## src/hw/rtl/lseg_pkg.sv

```systemverilog
// ----------------------------------------------------------------------------
// lseg_pkg
// Shared types, codes and constants of the LED strip effect generator.
// ----------------------------------------------------------------------------
package lseg_pkg;

  localparam int CFG_IDX_W  = 3;
  localparam int CFG_DATA_W = 8;

  typedef enum logic [1:0] {
    MODE_OFF     = 2'd0,
    MODE_BREATH  = 2'd1,
    MODE_RAINBOW = 2'd2,
    MODE_MARQUEE = 2'd3
  } mode_t;

  typedef enum logic [CFG_IDX_W-1:0] {
    REG_EFFECT_MODE = 3'd0,
    REG_BRIGHTNESS  = 3'd1,
    REG_COLOR_RED   = 3'd2,
    REG_COLOR_GREEN = 3'd3,
    REG_COLOR_BLUE  = 3'd4
  } cfg_reg_t;

  localparam logic [6:0]  BREATH_MAX   = 7'd80;
  localparam logic [6:0]  BREATH_STEP  = 7'd5;
  localparam logic [7:0]  RAINBOW_STEP = 8'd5;
  localparam logic [6:0]  PERCENT_MAX  = 7'd100;
  localparam logic [7:0]  WHEEL_SEG1   = 8'd85;
  localparam logic [7:0]  WHEEL_SEG2   = 8'd170;
  localparam logic [7:0]  CHAN_MAX     = 8'd255;

  // Constant division: x/80 = (x>>4)/5, and x/100; reciprocals scaled by 2^16
  localparam int          DIV_COARSE_SHIFT = 4;
  localparam logic [6:0]  DIV_FINE         = 7'd5;
  localparam logic [13:0] RECIP_DIV5       = 14'd13107;
  localparam logic [13:0] RECIP_DIV100     = 14'd655;

  typedef struct packed {
    logic [7:0] r;
    logic [7:0] g;
    logic [7:0] b;
  } rgb_t;

  typedef struct packed {
    logic [6:0] breath_level;
    logic       breath_rising;
    logic [7:0] rainbow_offset;
    logic [5:0] marquee_position;
  } anim_t;

  typedef struct packed {
    logic       start;
    logic [7:0] x;
    logic [6:0] m;
    logic       div80;
  } scl_req_t;

  typedef struct packed {
    logic       done;
    logic [7:0] q;
  } scl_rsp_t;

  function automatic rgb_t wheel(input logic [7:0] p);
    rgb_t       c;
    logic [7:0] q;
    c = '0;
    if (p < WHEEL_SEG1) begin
      q   = p;
      c.r = 8'({1'b0, q} + {q, 1'b0});
      c.g = CHAN_MAX - c.r;
    end else if (p < WHEEL_SEG2) begin
      q   = p - WHEEL_SEG1;
      c.b = 8'({1'b0, q} + {q, 1'b0});
      c.r = CHAN_MAX - c.b;
    end else begin
      q   = p - WHEEL_SEG2;
      c.g = 8'({1'b0, q} + {q, 1'b0});
      c.b = CHAN_MAX - c.g;
    end
    return c;
  endfunction

endpackage

```

## src/hw/rtl/lseg_ifs.sv

```systemverilog
// ----------------------------------------------------------------------------
// lseg channel interfaces
// Frame request, pixel result and configuration write channels.
// ----------------------------------------------------------------------------
interface lseg_frame_if;
  logic valid;
  logic ready;
  logic advance;
  modport source (output valid, output advance, input ready);
  modport sink   (input valid, input advance, output ready);
endinterface

interface lseg_pixel_if;
  logic       valid;
  logic       ready;
  logic [5:0] pixel_index;
  logic [7:0] red;
  logic [7:0] green;
  logic [7:0] blue;
  logic       last_pixel;
  modport source (output valid, output pixel_index, output red, output green,
                  output blue, output last_pixel, input ready);
  modport sink   (input valid, input pixel_index, input red, input green,
                  input blue, input last_pixel, output ready);
endinterface

interface lseg_cfg_if;
  import lseg_pkg::*;
  logic                  valid;
  logic                  ready;
  logic [CFG_IDX_W-1:0]  index;
  logic [CFG_DATA_W-1:0] data;
  modport source (output valid, output index, output data, input ready);
  modport sink   (input valid, input index, input data, output ready);
endinterface

```

## src/hw/rtl/lseg_scale_unit.sv

```systemverilog
// ----------------------------------------------------------------------------
// lseg_scale_unit
// Shared scaler: q = x * m / 80 or x * m / 100; product, coarse quotient and corrected quotient are registered in turn.
// ----------------------------------------------------------------------------
module lseg_scale_unit (
  input  logic             clk,
  input  logic             rst,
  input  lseg_pkg::scl_req_t req,
  output lseg_pkg::scl_rsp_t rsp
);
  import lseg_pkg::*;

  logic        v1;
  logic        v2;
  logic [14:0] prod;
  logic        d80_1;
  logic [14:0] dvd;
  logic [7:0]  q0;
  logic        d80_2;

  logic [14:0] dvd_sel;
  logic [13:0] recip;
  logic [28:0] approx;
  logic [6:0]  divisor;
  logic [14:0] back;
  logic [14:0] rem;

  // Stage 2: coarse quotient by reciprocal, never above the true quotient
  always_comb begin
    dvd_sel = d80_1 ? (prod >> DIV_COARSE_SHIFT) : prod;
    recip   = d80_1 ? RECIP_DIV5 : RECIP_DIV100;
    approx  = 29'(dvd_sel) * 29'(recip);
  end

  // Stage 3: one correction step
  always_comb begin
    divisor = d80_2 ? DIV_FINE : PERCENT_MAX;
    back    = 15'(q0) * 15'(divisor);
    rem     = dvd - back;
  end

  always_ff @(posedge clk) begin
    if (rst) begin
      v1       <= 1'b0;
      v2       <= 1'b0;
      rsp.done <= 1'b0;
    end else begin
      v1       <= req.start;
      v2       <= v1;
      rsp.done <= v2;
    end
    prod  <= 15'(req.x) * 15'(req.m);
    d80_1 <= req.div80;
    q0    <= approx[23:16];
    dvd   <= dvd_sel;
    d80_2 <= d80_1;
    rsp.q <= (rem >= 15'(divisor)) ? q0 + 8'd1 : q0;
  end

endmodule

```

## src/hw/rtl/lseg_anim.sv

```systemverilog
// ----------------------------------------------------------------------------
// lseg_anim
// Animation state: breath ramp, rainbow offset and marquee position.
// ----------------------------------------------------------------------------
module lseg_anim #(
  parameter int LED_USED = 16
) (
  input  logic            clk,
  input  logic            rst,
  input  logic            mode_wr,
  input  logic            step,
  input  lseg_pkg::mode_t mode,
  output lseg_pkg::anim_t anim
);
  import lseg_pkg::*;

  anim_t      anim_next;
  logic [6:0] lvl;
  logic [6:0] pos_inc;

  always_comb begin
    anim_next = anim;
    lvl       = anim.breath_level;
    pos_inc   = {1'b0, anim.marquee_position} + 7'd1;
    if (step) begin
      case (mode)
        MODE_BREATH: begin
          if (anim.breath_rising) begin
            lvl = anim.breath_level + BREATH_STEP;
          end else if (anim.breath_level >= BREATH_STEP) begin
            lvl = anim.breath_level - BREATH_STEP;
          end else begin
            lvl = '0;
          end
          anim_next.breath_level = lvl;
          if (lvl >= BREATH_MAX) begin
            anim_next.breath_level  = BREATH_MAX;
            anim_next.breath_rising = 1'b0;
          end
          if (lvl == '0) begin
            anim_next.breath_rising = 1'b1;
          end
        end
        MODE_RAINBOW: anim_next.rainbow_offset = anim.rainbow_offset + RAINBOW_STEP;
        MODE_MARQUEE: begin
          anim_next.marquee_position = (pos_inc >= 7'(LED_USED)) ? '0 : pos_inc[5:0];
        end
        default: ;
      endcase
    end
    if (mode_wr) begin
      anim_next.breath_level  = '0;
      anim_next.breath_rising = 1'b1;
    end
  end

  always_ff @(posedge clk) begin
    if (rst) begin
      anim.breath_level     <= '0;
      anim.breath_rising    <= 1'b1;
      anim.rainbow_offset   <= '0;
      anim.marquee_position <= '0;
    end else begin
      anim <= anim_next;
    end
  end

endmodule

```

## src/hw/rtl/led_strip_effect_generator.sv

```systemverilog
// ----------------------------------------------------------------------------
// led_strip_effect_generator
// Renders one frame of LED colors per frame request through a shared scaler.
// ----------------------------------------------------------------------------
// Usage:
//   frame_req  - one request per frame; advance=1 renders, then steps the
//                animation; advance=0 renders only. Taken only when idle.
//   pixel_out  - LED_COUNT results per request, index order, last_pixel on
//                the final LED. A registered output stage holds each pixel.
//   cfg        - register writes (mode, brightness, color); always ready,
//                write only while no frame is in flight.
// Scaling: each color channel passes once through the three-stage scaler;
//   breath needs two passes per channel. The single scaler serves every pass,
//   and a pass is issued only after the previous one has returned.
// Stall: while pixel_out is held off the sequencer waits with the next pixel
//   computed; nothing is dropped.
// Reset (rst, synchronous): mode off, brightness 100, color green, breath
//   ramp at 0 rising, rainbow offset and marquee position 0.
// ----------------------------------------------------------------------------
module led_strip_effect_generator #(
  parameter int LED_COUNT = 16,
  parameter int LED_USED  = 16
) (
  input  logic         clk,
  input  logic         rst,
  lseg_frame_if.sink   frame_req,
  lseg_pixel_if.source pixel_out,
  lseg_cfg_if.sink     cfg
);
  import lseg_pkg::*;

  localparam int SPREAD_Q = 256 / LED_USED;
  localparam int SPREAD_R = 256 % LED_USED;

  typedef enum logic [5:0] {
    S_IDLE  = 6'b000001,
    S_PIX   = 6'b000010,
    S_ISSUE = 6'b000100,
    S_WAIT  = 6'b001000,
    S_OUT   = 6'b010000,
    S_ADV   = 6'b100000
  } state_t;

  // Configuration registers
  mode_t      mode;
  logic [6:0] bright;
  rgb_t       col;

  // Sequencer registers
  state_t     state;
  logic [5:0] idx;
  logic       adv_lat;
  logic [1:0] chan;
  logic       breath_pass;
  rgb_t       src;
  rgb_t       res;
  logic [7:0] spread_q;
  logic [6:0] spread_r;

  anim_t      anim;
  scl_req_t   scl_req;
  scl_rsp_t   scl_rsp;

  logic       mode_wr;
  logic       anim_step;
  logic [6:0] bright_eff;
  logic       in_used;
  rgb_t       pix_src;
  logic [7:0] src_sel;
  logic [6:0] spread_sum;
  logic       out_free;
  logic       last_idx;

  // ---- configuration port --------------------------------------------------
  assign cfg.ready = 1'b1;
  assign mode_wr   = cfg.valid && (cfg_reg_t'(cfg.index) == REG_EFFECT_MODE);

  always_ff @(posedge clk) begin
    if (rst) begin
      mode   <= MODE_OFF;
      bright <= PERCENT_MAX;
      col.r  <= 8'd0;
      col.g  <= CHAN_MAX;
      col.b  <= 8'd0;
    end else if (cfg.valid) begin
      case (cfg_reg_t'(cfg.index))
        REG_EFFECT_MODE: mode   <= mode_t'(cfg.data[1:0]);
        REG_BRIGHTNESS:  bright <= cfg.data[6:0];
        REG_COLOR_RED:   col.r  <= cfg.data;
        REG_COLOR_GREEN: col.g  <= cfg.data;
        REG_COLOR_BLUE:  col.b  <= cfg.data;
        default: ;  // drop writes to unknown registers
      endcase
    end
  end

  // ---- animation state -----------------------------------------------------
  assign anim_step = (state == S_ADV) && adv_lat;

  lseg_anim #(
    .LED_USED (LED_USED)
  ) u_anim (
    .clk     (clk),
    .rst     (rst),
    .mode_wr (mode_wr),
    .step    (anim_step),
    .mode    (mode),
    .anim    (anim)
  );

  // ---- pixel source color --------------------------------------------------
  // Brightness above one hundred acts as one hundred.
  assign bright_eff = (bright > PERCENT_MAX) ? PERCENT_MAX : bright;
  assign in_used    = {1'b0, idx} < 7'(LED_USED);

  always_comb begin
    pix_src = '0;
    case (mode)
      MODE_BREATH:  pix_src = col;
      MODE_RAINBOW: pix_src = wheel(anim.rainbow_offset + spread_q);
      MODE_MARQUEE: if (idx == anim.marquee_position) pix_src = col;
      default:      pix_src = '0;
    endcase
    // LEDs past the used count stay black
    if (!in_used) pix_src = '0;
  end

  // ---- shared scaler -------------------------------------------------------
  always_comb begin
    case (chan)
      2'd0:    src_sel = src.r;
      2'd1:    src_sel = src.g;
      default: src_sel = src.b;
    endcase
    scl_req.start = (state == S_ISSUE);
    scl_req.x     = src_sel;
    // Breath first pass scales by the ramp (/80), then every pass by brightness
    scl_req.m     = breath_pass ? anim.breath_level : bright_eff;
    scl_req.div80 = breath_pass;
  end

  lseg_scale_unit u_scale (
    .clk (clk),
    .rst (rst),
    .req (scl_req),
    .rsp (scl_rsp)
  );

  // ---- sequencer -----------------------------------------------------------
  assign frame_req.ready = (state == S_IDLE);
  assign out_free        = !pixel_out.valid || pixel_out.ready;
  assign last_idx        = (idx == 6'(LED_COUNT - 1));
  assign spread_sum      = spread_r + 7'(SPREAD_R);

  always_ff @(posedge clk) begin
    if (rst) begin
      state           <= S_IDLE;
      pixel_out.valid <= 1'b0;
    end else begin
      // Drain the output stage when taken; a load below overrides
      if (pixel_out.valid && pixel_out.ready) pixel_out.valid <= 1'b0;
      case (state)
        S_IDLE: begin
          if (frame_req.valid) state <= S_PIX;
        end
        S_PIX:   state <= S_ISSUE;
        S_ISSUE: state <= S_WAIT;
        S_WAIT: begin
          if (scl_rsp.done) begin
            if (breath_pass || chan != 2'd2) state <= S_ISSUE;
            else state <= S_OUT;
          end
        end
        S_OUT: begin
          if (out_free) begin
            pixel_out.valid <= 1'b1;
            state           <= last_idx ? S_ADV : S_PIX;
          end
        end
        S_ADV:   state <= S_IDLE;
        default: state <= S_IDLE;
      endcase
    end
  end

  // Datapath registers of the sequencer
  always_ff @(posedge clk) begin
    case (state)
      S_IDLE: begin
        adv_lat  <= frame_req.advance;
        idx      <= '0;
        spread_q <= '0;
        spread_r <= '0;
      end
      S_PIX: begin
        src         <= pix_src;
        chan        <= 2'd0;
        breath_pass <= (mode == MODE_BREATH);
      end
      S_WAIT: begin
        if (scl_rsp.done) begin
          if (breath_pass) begin
            // Hold the ramped value for the brightness pass
            case (chan)
              2'd0:    src.r <= scl_rsp.q;
              2'd1:    src.g <= scl_rsp.q;
              default: src.b <= scl_rsp.q;
            endcase
            breath_pass <= 1'b0;
          end else begin
            case (chan)
              2'd0:    res.r <= scl_rsp.q;
              2'd1:    res.g <= scl_rsp.q;
              default: res.b <= scl_rsp.q;
            endcase
            chan        <= chan + 2'd1;
            breath_pass <= (mode == MODE_BREATH);
          end
        end
      end
      S_OUT: begin
        if (out_free) begin
          pixel_out.pixel_index <= idx;
          pixel_out.red         <= res.r;
          pixel_out.green       <= res.g;
          pixel_out.blue        <= res.b;
          pixel_out.last_pixel  <= last_idx;
          idx                   <= idx + 6'd1;
          // Advance the rainbow spread i*256/LED_USED without a divider
          if (spread_sum >= 7'(LED_USED)) begin
            spread_r <= spread_sum - 7'(LED_USED);
            spread_q <= spread_q + 8'(SPREAD_Q) + 8'd1;
          end else begin
            spread_r <= spread_sum;
            spread_q <= spread_q + 8'(SPREAD_Q);
          end
        end
      end
      default: ;
    endcase
  end

  // ---- assertions ----------------------------------------------------------
  a_scale_done_in_wait: assert property (@(posedge clk) disable iff (rst)
    scl_rsp.done |-> state == S_WAIT)
    else $error("scaler result arrived outside the wait state");

  a_breath_bounded: assert property (@(posedge clk) disable iff (rst)
    anim.breath_level <= BREATH_MAX)
    else $error("breath ramp above its maximum");

  a_last_index: assert property (@(posedge clk) disable iff (rst)
    pixel_out.valid && pixel_out.last_pixel |-> pixel_out.pixel_index == 6'(LED_COUNT - 1))
    else $error("last pixel flag on wrong index");

  a_idle_no_pixel_work: assert property (@(posedge clk) disable iff (rst)
    (state == S_ADV) |=> !scl_rsp.done && frame_req.ready)
    else $error("scaler busy or not ready after frame end");

endmodule

```

## src/flat_wrapper.sv

```systemverilog
// flat-port wrapper written by rule: the top's interface ports become plain ports
module led_strip_effect_generator_flat import lseg_pkg::*;
#(
  parameter int LED_COUNT = 16,
  parameter int LED_USED  = 16
)
  (clk, rst, frame_req_valid, frame_req_advance, frame_req_ready, pixel_out_valid, pixel_out_pixel_index, pixel_out_red, pixel_out_green, pixel_out_blue, pixel_out_last_pixel, pixel_out_ready, cfg_valid, cfg_index, cfg_data, cfg_ready);
  lseg_frame_if frame_req_i ();
  lseg_pixel_if pixel_out_i ();
  lseg_cfg_if cfg_i ();
  input  logic clk;
  input  logic rst;
  input wire logic [$bits(frame_req_i.valid)-1:0] frame_req_valid;
  input wire logic [$bits(frame_req_i.advance)-1:0] frame_req_advance;
  output wire logic [$bits(frame_req_i.ready)-1:0] frame_req_ready;
  output wire logic [$bits(pixel_out_i.valid)-1:0] pixel_out_valid;
  output wire logic [$bits(pixel_out_i.pixel_index)-1:0] pixel_out_pixel_index;
  output wire logic [$bits(pixel_out_i.red)-1:0] pixel_out_red;
  output wire logic [$bits(pixel_out_i.green)-1:0] pixel_out_green;
  output wire logic [$bits(pixel_out_i.blue)-1:0] pixel_out_blue;
  output wire logic [$bits(pixel_out_i.last_pixel)-1:0] pixel_out_last_pixel;
  input wire logic [$bits(pixel_out_i.ready)-1:0] pixel_out_ready;
  input wire logic [$bits(cfg_i.valid)-1:0] cfg_valid;
  input wire logic [$bits(cfg_i.index)-1:0] cfg_index;
  input wire logic [$bits(cfg_i.data)-1:0] cfg_data;
  output wire logic [$bits(cfg_i.ready)-1:0] cfg_ready;
  assign frame_req_i.valid = frame_req_valid;
  assign frame_req_i.advance = frame_req_advance;
  assign frame_req_ready = frame_req_i.ready;
  assign pixel_out_valid = pixel_out_i.valid;
  assign pixel_out_pixel_index = pixel_out_i.pixel_index;
  assign pixel_out_red = pixel_out_i.red;
  assign pixel_out_green = pixel_out_i.green;
  assign pixel_out_blue = pixel_out_i.blue;
  assign pixel_out_last_pixel = pixel_out_i.last_pixel;
  assign pixel_out_i.ready = pixel_out_ready;
  assign cfg_i.valid = cfg_valid;
  assign cfg_i.index = cfg_index;
  assign cfg_i.data = cfg_data;
  assign cfg_ready = cfg_i.ready;
  led_strip_effect_generator #(.LED_COUNT(LED_COUNT), .LED_USED(LED_USED)) u_core (.clk(clk), .rst(rst), .frame_req(frame_req_i), .pixel_out(pixel_out_i), .cfg(cfg_i));
endmodule
```

## config.mk

```make
export PLATFORM = sky130hd
export DESIGN_NAME = led_strip_effect_generator_flat
export DESIGN_NICKNAME = d
export VERILOG_FILES = /design/src/hw/rtl/lseg_pkg.sv /design/src/hw/rtl/lseg_ifs.sv /design/src/hw/rtl/lseg_scale_unit.sv /design/src/hw/rtl/lseg_anim.sv /design/src/hw/rtl/led_strip_effect_generator.sv /design/src/flat_wrapper.sv
export SDC_FILE = /design/constraint.sdc
export NUM_CORES = 1
export LEC_CHECK = 0
export BUFFER_PORTS_ARGS = -buffer_cell sky130_fd_sc_hd__buf_4
export CAP_MARGIN = 20
export CORE_MARGIN = 3
export CORE_UTILIZATION = 30
export DETAILED_ROUTE_END_ITERATION = 16
export PLACE_DENSITY_LB_ADDON = 0.25
export SLEW_MARGIN = 0
export SYNTH_ARGS = -nofsm -noshare
export SYNTH_HDL_FRONTEND = slang
export SYNTH_SLANG_ARGS = --single-unit
```

## constraint.sdc

```tcl
create_clock -name clk -period 5.4 [get_ports clk]
set_input_delay 1.08 -clock clk [delete_from_list [all_inputs] [get_ports clk]]
set_output_delay 1.08 -clock clk [all_outputs]
set_load 0.05 [all_outputs]
```

==> flow_metrics.py, run 1 <==
metrics = {
    "cells_and_area": {
        "filler_cell_count": 5839,
        "n_antenna_cell": 0,
        "nets": 2372,
        "area_growth_pct": 18.4,
        "seq_area_um2": 5270,
        "drive_above_1_share_pct": 15.7,
        "fin_area_um2": 20800,
        "multi_input_area_um2": 11500,
    },
    "floorplanning": {
        "initial_core_util_pct": 30.4,
        "die_y_um": 248,
        "core_area_um2": 57800,
        "die-area_um2": 61500,
        "die_x_um": 248,
        "num_rows": 88,
        "io_pins": 51,
    },
    "worst_setup_path": {
        "cp-start-kind": "flip-flop",
        "cp_data_required_time_ps": 5820,
        "critPathMaxFanout": 6,
        "r2r_start": "u_core.u_scale.d80_1",
        "path_delay_family": "adder cells",
        "r2r_cells": 23,
        "critPathBufInv": 6,
        "cp_slowest_cell": "fa_1",
        "crit_chain": "nand2b_4, nand2_2, ha_4, inv_2, fa_1, inv_2, fa_1, inv_1, fa_1, inv_2, fa_1, inv_1, fa_1, inv_2, ha_4, nand4_1, nor3_1, nor2_1, a2bb2oi_2, a41oi_2, a21oi_4, a41oi_2, xnor2_1",
        "cp_data_arrival_time_ps": 5780,
        "r2r_end": "u_core.u_scale.q0[7]",
        "ff2ff_setup_slack_ps": 40,
        "cp-end-kind": "flip-flop",
        "crit_path_frequent_cell": "fa_1",
        "critical_path_class": "flip-flop to flip-flop",
        "max_stage_delay_ps": 550,
    },
    "pwr": {
        "intPower_mw": 5.36,
        "p_sw_mw": 4.06,
        "clkPwrFrac_pct": 17.4,
        "vdd_ir_drop_max_mv": 0.730,
        "seq_power_share_pct": 21.2,
        "p_sw_share_pct": 43.1,
        "p_comb_share_pct": 61.5,
        "leakage_nw": 9.62,
        "powerDensity_nw_per_um2": 453,
    },
    "timing": {
        "rsz0062_at_grt": "true",
        "fin_crit_ps": 5360,
        "slew_headroom_pct": 31.2,
        "skew_ps": 24.6,
        "period_share_pct": 99.3,
        "holdWs_ps": 418,
        "hold_viol": 0,
        "finalSetupViolations": 0,
        "timing.fmax_mhz": 187,
        "worst_slew_pin_slew_ps": 1030,
        "slew_viol_final": 0,
    },
    "clocking": {
        "cts.sinks": 213,
        "insertion_delay_ps": 540,
        "cts_buffers": 24,
        "ctsHtreeMaxLevel": 1,
        "clk_pin_slew_ps": 60,
        "cts_tree": "yes",
        "cts_hold_buf": 0,
        "cts.path.max_buffers": 3,
        "clock-root-buffer": "clkbuf_16",
    },
    "yosys": {
        "synth_area_um2": 17600,
        "synth_area_leader_cell": "edfxtp_1",
        "yosysWarnings": 0,
        "ys_seq_elements": 213,
        "synthTopCellsByArea": "edfxtp_1 (17%), fa_1 (16%), ha_1 (16%)",
        "ys_seq_area_share_pct": 30.0,
        "synthArstFlopShare_pct": 0,
        "yosys-top-cells-count": "inv_1 (278), ha_1 (222), nand2_1 (160)",
        "synthCells": 1838,
        "synth_ff_type": "dfxtp_1",
        "synth_cell_type_count": 80,
        "synth-edff-count": 100,
        "avgSynthCellArea_um2": 9.56,
        "yosys.cell_count.top_type": "inv_1",
        "synth_top_cell_area_share_pct": 17.1,
    },
    "route": {
        "routedWlPerCell_um": 15.6,
        "drt_pre_antenna_iters": 5,
        "postRouteAntennaNets": 0,
        "routed-via-count": 13000,
        "wl_um": 43200,
        "via_per_inst": 4.67,
        "drtIter0Drc": 662,
        "drc": 0,
    },
    "global_routing": {
        "antenna_found_initial": 1,
        "grt_pass1_vias": 13400,
        "gr-total-overflow": 0,
        "grt_start_max_net_pins": 57,
        "grt_usage_pct": 14.2,
        "grt_pass1_wl_um": 70200,
    },
    "place": {
        "dp_hpwl_um": 34900,
        "place_area_um2": 19500,
        "portBuffers": 49,
        "gp_congestion": 0.849,
    },
    "min_path": {
        "min_path_cells": 0,
        "min_to": "u_core.pixel_out.blue[6]",
        "hold_class": "flip-flop to flip-flop",
        "hold_start": "u_core.res[6]",
    },
    "outcome": {
        "status": "completed",
    },
    "job": {
        "drv_cap": 0,
    },
}
[metal layers]
metal / track usage (%) / up-vias / share of wire (%)
li1: - / 6426 / -
met1: 19.4 / 6299 / 48
met2: 24.1 / 176 / 47
met3: 1.85 / 55 / 2.9
met4: 2.92 / 2 / 2.2
met5: 0 / - / 0.039
[cells in the final DEF, fill, tap and decap left out, types with 11 or more instances in the layout]
cell type	netlist	routed
a21oi_2	1	11
nand3_1	28	28
or2_2	16	15
and3_1	12	12
dfxtp_1	113	111
fa_1	141	139
nand2b_1	24	14
inv_2	1	17
nor3b_1	11	11
clkbuf_16	0	26
xor2_1	24	24
buf_4	2	148
a21o_1	16	16
nand3b_1	11	11
nand2_1	160	149
nor3_1	26	25
nor2b_1	35	31
a21oi_1	102	90
and2_1	15	15
ha_1	222	210
xnor2_1	73	73
edfxtp_1	100	100
a31oi_1	15	15
o21ai_0	36	34
mux2i_1	11	11
conb_1	2	18
inv_1	278	262
nor2_1	159	154
[how the worst max path moves through the flow]
stage                         startpoint              endpoint  cells past startpoint
floorplan           u_core.u_scale.d80_1  u_core.u_scale.q0[7]                     25
global placement    u_core.u_scale.d80_1  u_core.u_scale.q0[7]                     25
detailed placement  u_core.u_scale.d80_1  u_core.u_scale.q0[7]                     25
CTS                 u_core.u_scale.d80_1  u_core.u_scale.q0[7]                     25
global route        u_core.u_scale.d80_1  u_core.u_scale.q0[7]                     23
finish              u_core.u_scale.d80_1  u_core.u_scale.q0[7]                     23
[cells by family (layout without fill, tap and decap cells)]
kind of cell	after synthesis	count (layout)	share of synthesized area, %
and+or+nand+nor	540	540	14.7
adders and majority gates	363	363	31.9
buffers and inverters	324	480	7.07
AOI/OAI and AO/OA	286	286	10.8
DFF	213	213	30.0
xor gates and xnor gates	98	98	4.93
muxes	12	12	0.691
other	2	18	0.0427
[timing repair]
action,4_1_cts,5_1_grt
resized for setup,24,71
buffers inserted,0,10
setup endpoints to repair,8,18
pin swaps,15,44
gates cloned,1,1
[power by group through the flow]
stage	Sequential, mW	Clock [mW]	Combinational (mW)
6_report	2.00	1.64	5.79
5_1_grt	2.02	1.75	6.65
4_1_cts	2.00	1.68	5.54
3_5_place_dp	2.03	0	5.47
3_3_place_gp	2.03	0	5.40
2_1_floorplan	1.96	0	4.24
[registers in the layout (all words and copies together) (netlist names), 2 cells and up]
| signal | cells |
|---|---|
| u_core.col | 24 |
| u_core.res | 24 |
| u_core.u_scale.rsp | 9 |
| u_core.state | 6 |
| u_core.u_anim.anim | 22 |
| u_core.bright | 7 |
| u_core.u_scale.prod | 15 |
| u_core.pixel_out.green | 8 |
| u_core.u_scale.dvd | 15 |
| u_core.pixel_out.red | 8 |
| u_core.spread_r | 3 |
| u_core.idx | 6 |
| u_core.src | 24 |
| u_core.spread_q | 8 |
| u_core.pixel_out.blue | 8 |
| u_core.pixel_out.pixel_index | 6 |
| u_core.chan | 2 |
| u_core.u_scale.q0 | 8 |
| u_core.mode | 2 |
[layout make-up]
cell class                      count  share of cell area [%]
Multi-Input combinational cell   1317                    55.4
Sequential cell                   213                    25.3
Timing Repair Buffer              156                    5.83
Inverter                          280                    5.06
Tap cell                          765                    4.60
Clock buffer                       29                    3.13
Clock inverter                     15                   0.643
[per-stage QoR]
stage               util [%]  TNS (ps)  setup WS (ps)  instances  total power, mW
detailed placement      33.8     -1150           -244       2717             7.50
CTS                     35.3     -4.44          -4.44       2762             9.23
finish                  36.0         0           39.0       2775             9.42
global route            36.0      -955           -211       2775             10.4
global placement        33.8      -645           -145       2717             7.43
floorplan                  -         0           6.69       1854             6.20
(Power assumes the default switching activity.)
==> run 2: changes to the inputs <==
--- a/config.mk
+++ b/config.mk
@@ -7,6 +7,8 @@
 export LEC_CHECK = 0
 export BUFFER_PORTS_ARGS = -buffer_cell sky130_fd_sc_hd__buf_4
 export CAP_MARGIN = 20
+export CELL_PAD_IN_SITES_DETAIL_PLACEMENT = 0
+export CELL_PAD_IN_SITES_GLOBAL_PLACEMENT = 1
 export CORE_MARGIN = 3
 export CORE_UTILIZATION = 30
 export DETAILED_ROUTE_END_ITERATION = 16
==> run 2 against run 1 <==
Compared with the run above:
- non-clock buffer count grew 12
- clock-buffer cell count is 2 lower
- critical path depth is 1 higher
- routed wire length increased by 6.6%
- via count fell by 0.62%
- critical path type unchanged
- critical endpoint is now u_core.u_scale.q0[2]
==> flow_metrics.py, run 2 (same netlist as run 1, synthesis figures left out) <==
metrics = {
    "floorplanning": {
        "core_area_um2": 57800,
        "io_pins": 51,
        "initial_core_util_pct": 30.4,
        "num_rows": 88,
        "die_y_um": 248,
        "die_x_um": 248,
        "die-area_um2": 61500,
    },
    "worst_setup_path": {
        "critical_path_class": "flip-flop to flip-flop",
        "crit_chain": "buf_6, buf_4, nand2b_4, nand2_2, ha_1, ha_1, inv_2, fa_1, inv_2, fa_1, fa_1, inv_2, fa_1, inv_2, ha_4, a211oi_2, nand2_2, a21oi_2, nor2_2, a2bb2oi_4, a41oi_4, nand2b_1, buf_4, xor2_1",
        "r2r_end": "u_core.u_scale.q0[2]",
        "cp.depth": 24,
        "r2r_start": "u_core.u_scale.d80_1",
        "cp_data_required_time_ps": 5840,
        "startpoint": "u_core.u_scale.d80_1",
        "path_delay_family": "adder cells",
        "crit_end": "u_core.u_scale.q0[2]",
        "critPathBufInv": 7,
        "cp-start-kind": "flip-flop",
        "cp_slowest_cell": "fa_1",
        "critPathMaxFanout": 7,
        "max_stage_delay_ps": 550,
        "cp_data_arrival_time_ps": 5740,
        "cp-end-kind": "flip-flop",
        "r2r_cells": 24,
        "ff2ff_setup_slack_ps": 100,
    },
    "timing": {
        "skew_ps": 19.1,
        "period_share_pct": 98.2,
        "rsz0062_at_grt": "true",
        "finalSetupTns_ps": 0,
        "fin_crit_ps": 5300,
        "worst_slew_pin_slew_ps": 963,
        "slew_headroom_pct": 35.3,
        "slew_viol_final": 0,
        "finalSetupViolations": 0,
        "setup_ws_ps": 98.3,
        "timing.fmax_mhz": 189,
        "hold_viol": 0,
    },
    "pwr": {
        "p_comb_share_pct": 60.3,
        "seq_power_share_pct": 20.3,
        "intPower_mw": 5.64,
        "powerDensity_nw_per_um2": 466,
        "p_sw_mw": 4.20,
        "p_sw_share_pct": 42.7,
        "leakage_nw": 9.80,
        "vdd_ir_drop_max_mv": 0.675,
        "clkPwrFrac_pct": 19.3,
    },
    "cells_and_area": {
        "final_cell_mix": "inv_1 (256), ha_1 (210), buf_4 (159)",
        "layout_commonest_cell": "inv_1",
        "area_growth_pct": 20.3,
        "top_regs": "u_core.col x24, u_core.res x24, u_core.src x24",
        "filler_cell_count": 5952,
        "instances_no_fill": 2792,
        "drive_above_1_share_pct": 16.9,
        "fin_area_um2": 21100,
        "nets": 2386,
    },
    "global_routing": {
        "busiest_layer": "met2",
        "grt_pass1_vias": 13600,
        "grt_pass1_wl_um": 73600,
        "grtUsageMet1_pct": 19.8,
        "grtUsageMet2_pct": 26.5,
        "gr-total-overflow": 0,
        "grt_start_max_net_pins": 57,
        "grt_usage_pct": 15.2,
        "antenna_found_initial": 3,
        "met3_usage_pct": 2.09,
    },
    "clocking": {
        "cts_tree": "yes",
        "insertion_delay_ps": 570,
        "cts_buffers": 26,
        "clk_pin_slew_ps": 60,
        "clock-root-buffer": "clkbuf_16",
        "ctsHtreeMaxLevel": 1,
        "cts.sinks": 213,
        "cts_hold_buf": 0,
        "cts.path.max_buffers": 3,
    },
    "place": {
        "dp_hpwl_um": 37700,
        "portBuffers": 49,
        "gp_congestion": 0.846,
        "place_ws_ps": -195,
        "place_area_um2": 19600,
        "dp.cells": 2733,
    },
    "outcome": {
        "status": "completed",
    },
    "min_path": {
        "min_path_cells": 0,
        "hold_class": "flip-flop to flip-flop",
    },
    "route": {
        "drtIter0Drc": 462,
        "routed-via-count": 12900,
        "wl_um": 46000,
        "postRouteAntennaNets": 0,
        "drc": 0,
        "drt_pre_antenna_iters": 5,
        "routedWlPerCell_um": 16.5,
        "via_per_inst": 4.61,
    },
    "job": {
        "drv_cap": 0,
    },
}
[run 2: cell count changes in the layout (fill, tap and decap cells not counted), moves of 4 or more]
| cell | change |
|---|---|
| buf_4 | +11 |
| inv_1 | -6 |
| inv_2 | +4 |
| nand2_1 | +4 |
| nand2_2 | -4 |
[run 2: metal layers]
| metal | share of wire, % | wire length [µm] | vias up |
|---|---|---|---|
| li1 | - | - | 6459 |
| met1 | 46 | 21000 | 6170 |
| met2 | 49 | 22400 | 188 |
| met3 | 3.3 | 1520 | 59 |
| met4 | 2.4 | 1100 | 2 |
| met5 | 0.028 | 13 | - |
[run 2: timing repair]
| action | CTS | global route |
|---|---|---|
| resized for setup | 17 | 93 |
| endpoints found under the setup margin | 9 | 18 |
| setup buffers | 1 | 7 |
| gates cloned | 0 | 1 |
| pin swaps | 13 | 61 |
[run 2: worst min-delay path by stage]
stage | endpoint | start | slack, ps
6_report | u_core.pixel_out.red[2] | u_core.res[18] | 420
5_1_grt | u_core.pixel_out.green[6] | u_core.res[14] | 420
4_1_cts | u_core.pixel_out.red[2] | u_core.res[18] | 420
3_5_place_dp | u_core.pixel_out.red[2] | u_core.res[18] | 400
3_3_place_gp | u_core.pixel_out.blue[0] | u_core.res[0] | 400
2_1_floorplan | u_core.u_scale.d80_1 | u_core.breath_pass | 350
[run 2: final cells by class]
| type | count | area (µm²) | area share, % |
|---|---|---|---|
| Sequential cell | 213 | 5270 | 24.9 |
| Antenna cell | 1 | 2.50 | 0.0118 |
| Tap cell | 765 | 957 | 4.53 |
| Clock inverter | 21 | 282 | 1.33 |
| Clock buffer | 27 | 664 | 3.14 |
| Inverter | 280 | 1060 | 5.01 |
| Multi-Input combinational cell | 1317 | 11600 | 54.8 |
| Timing Repair Buffer | 168 | 1320 | 6.25 |
[run 2: per-stage QoR]
stage               hold WS, ps  util, %  power, mW
finish                      418     36.6       9.84
global route                424     36.6       10.8
CTS                         419     35.7       9.55
detailed placement          405     34.0       7.56
global placement            403     34.0       7.55
floorplan                   346        -       6.20
[run 2: power groups by stage]
stage          Sequential (mW)  Clock [mW]  Combinational [mW]
6_report                  2.00        1.90                5.94
5_1_grt                   2.02        2.02                6.79
4_1_cts                   2.00        1.95                5.60
3_5_place_dp              2.03           0                5.53
3_3_place_gp              2.03           0                5.52
2_1_floorplan             1.96           0                4.24
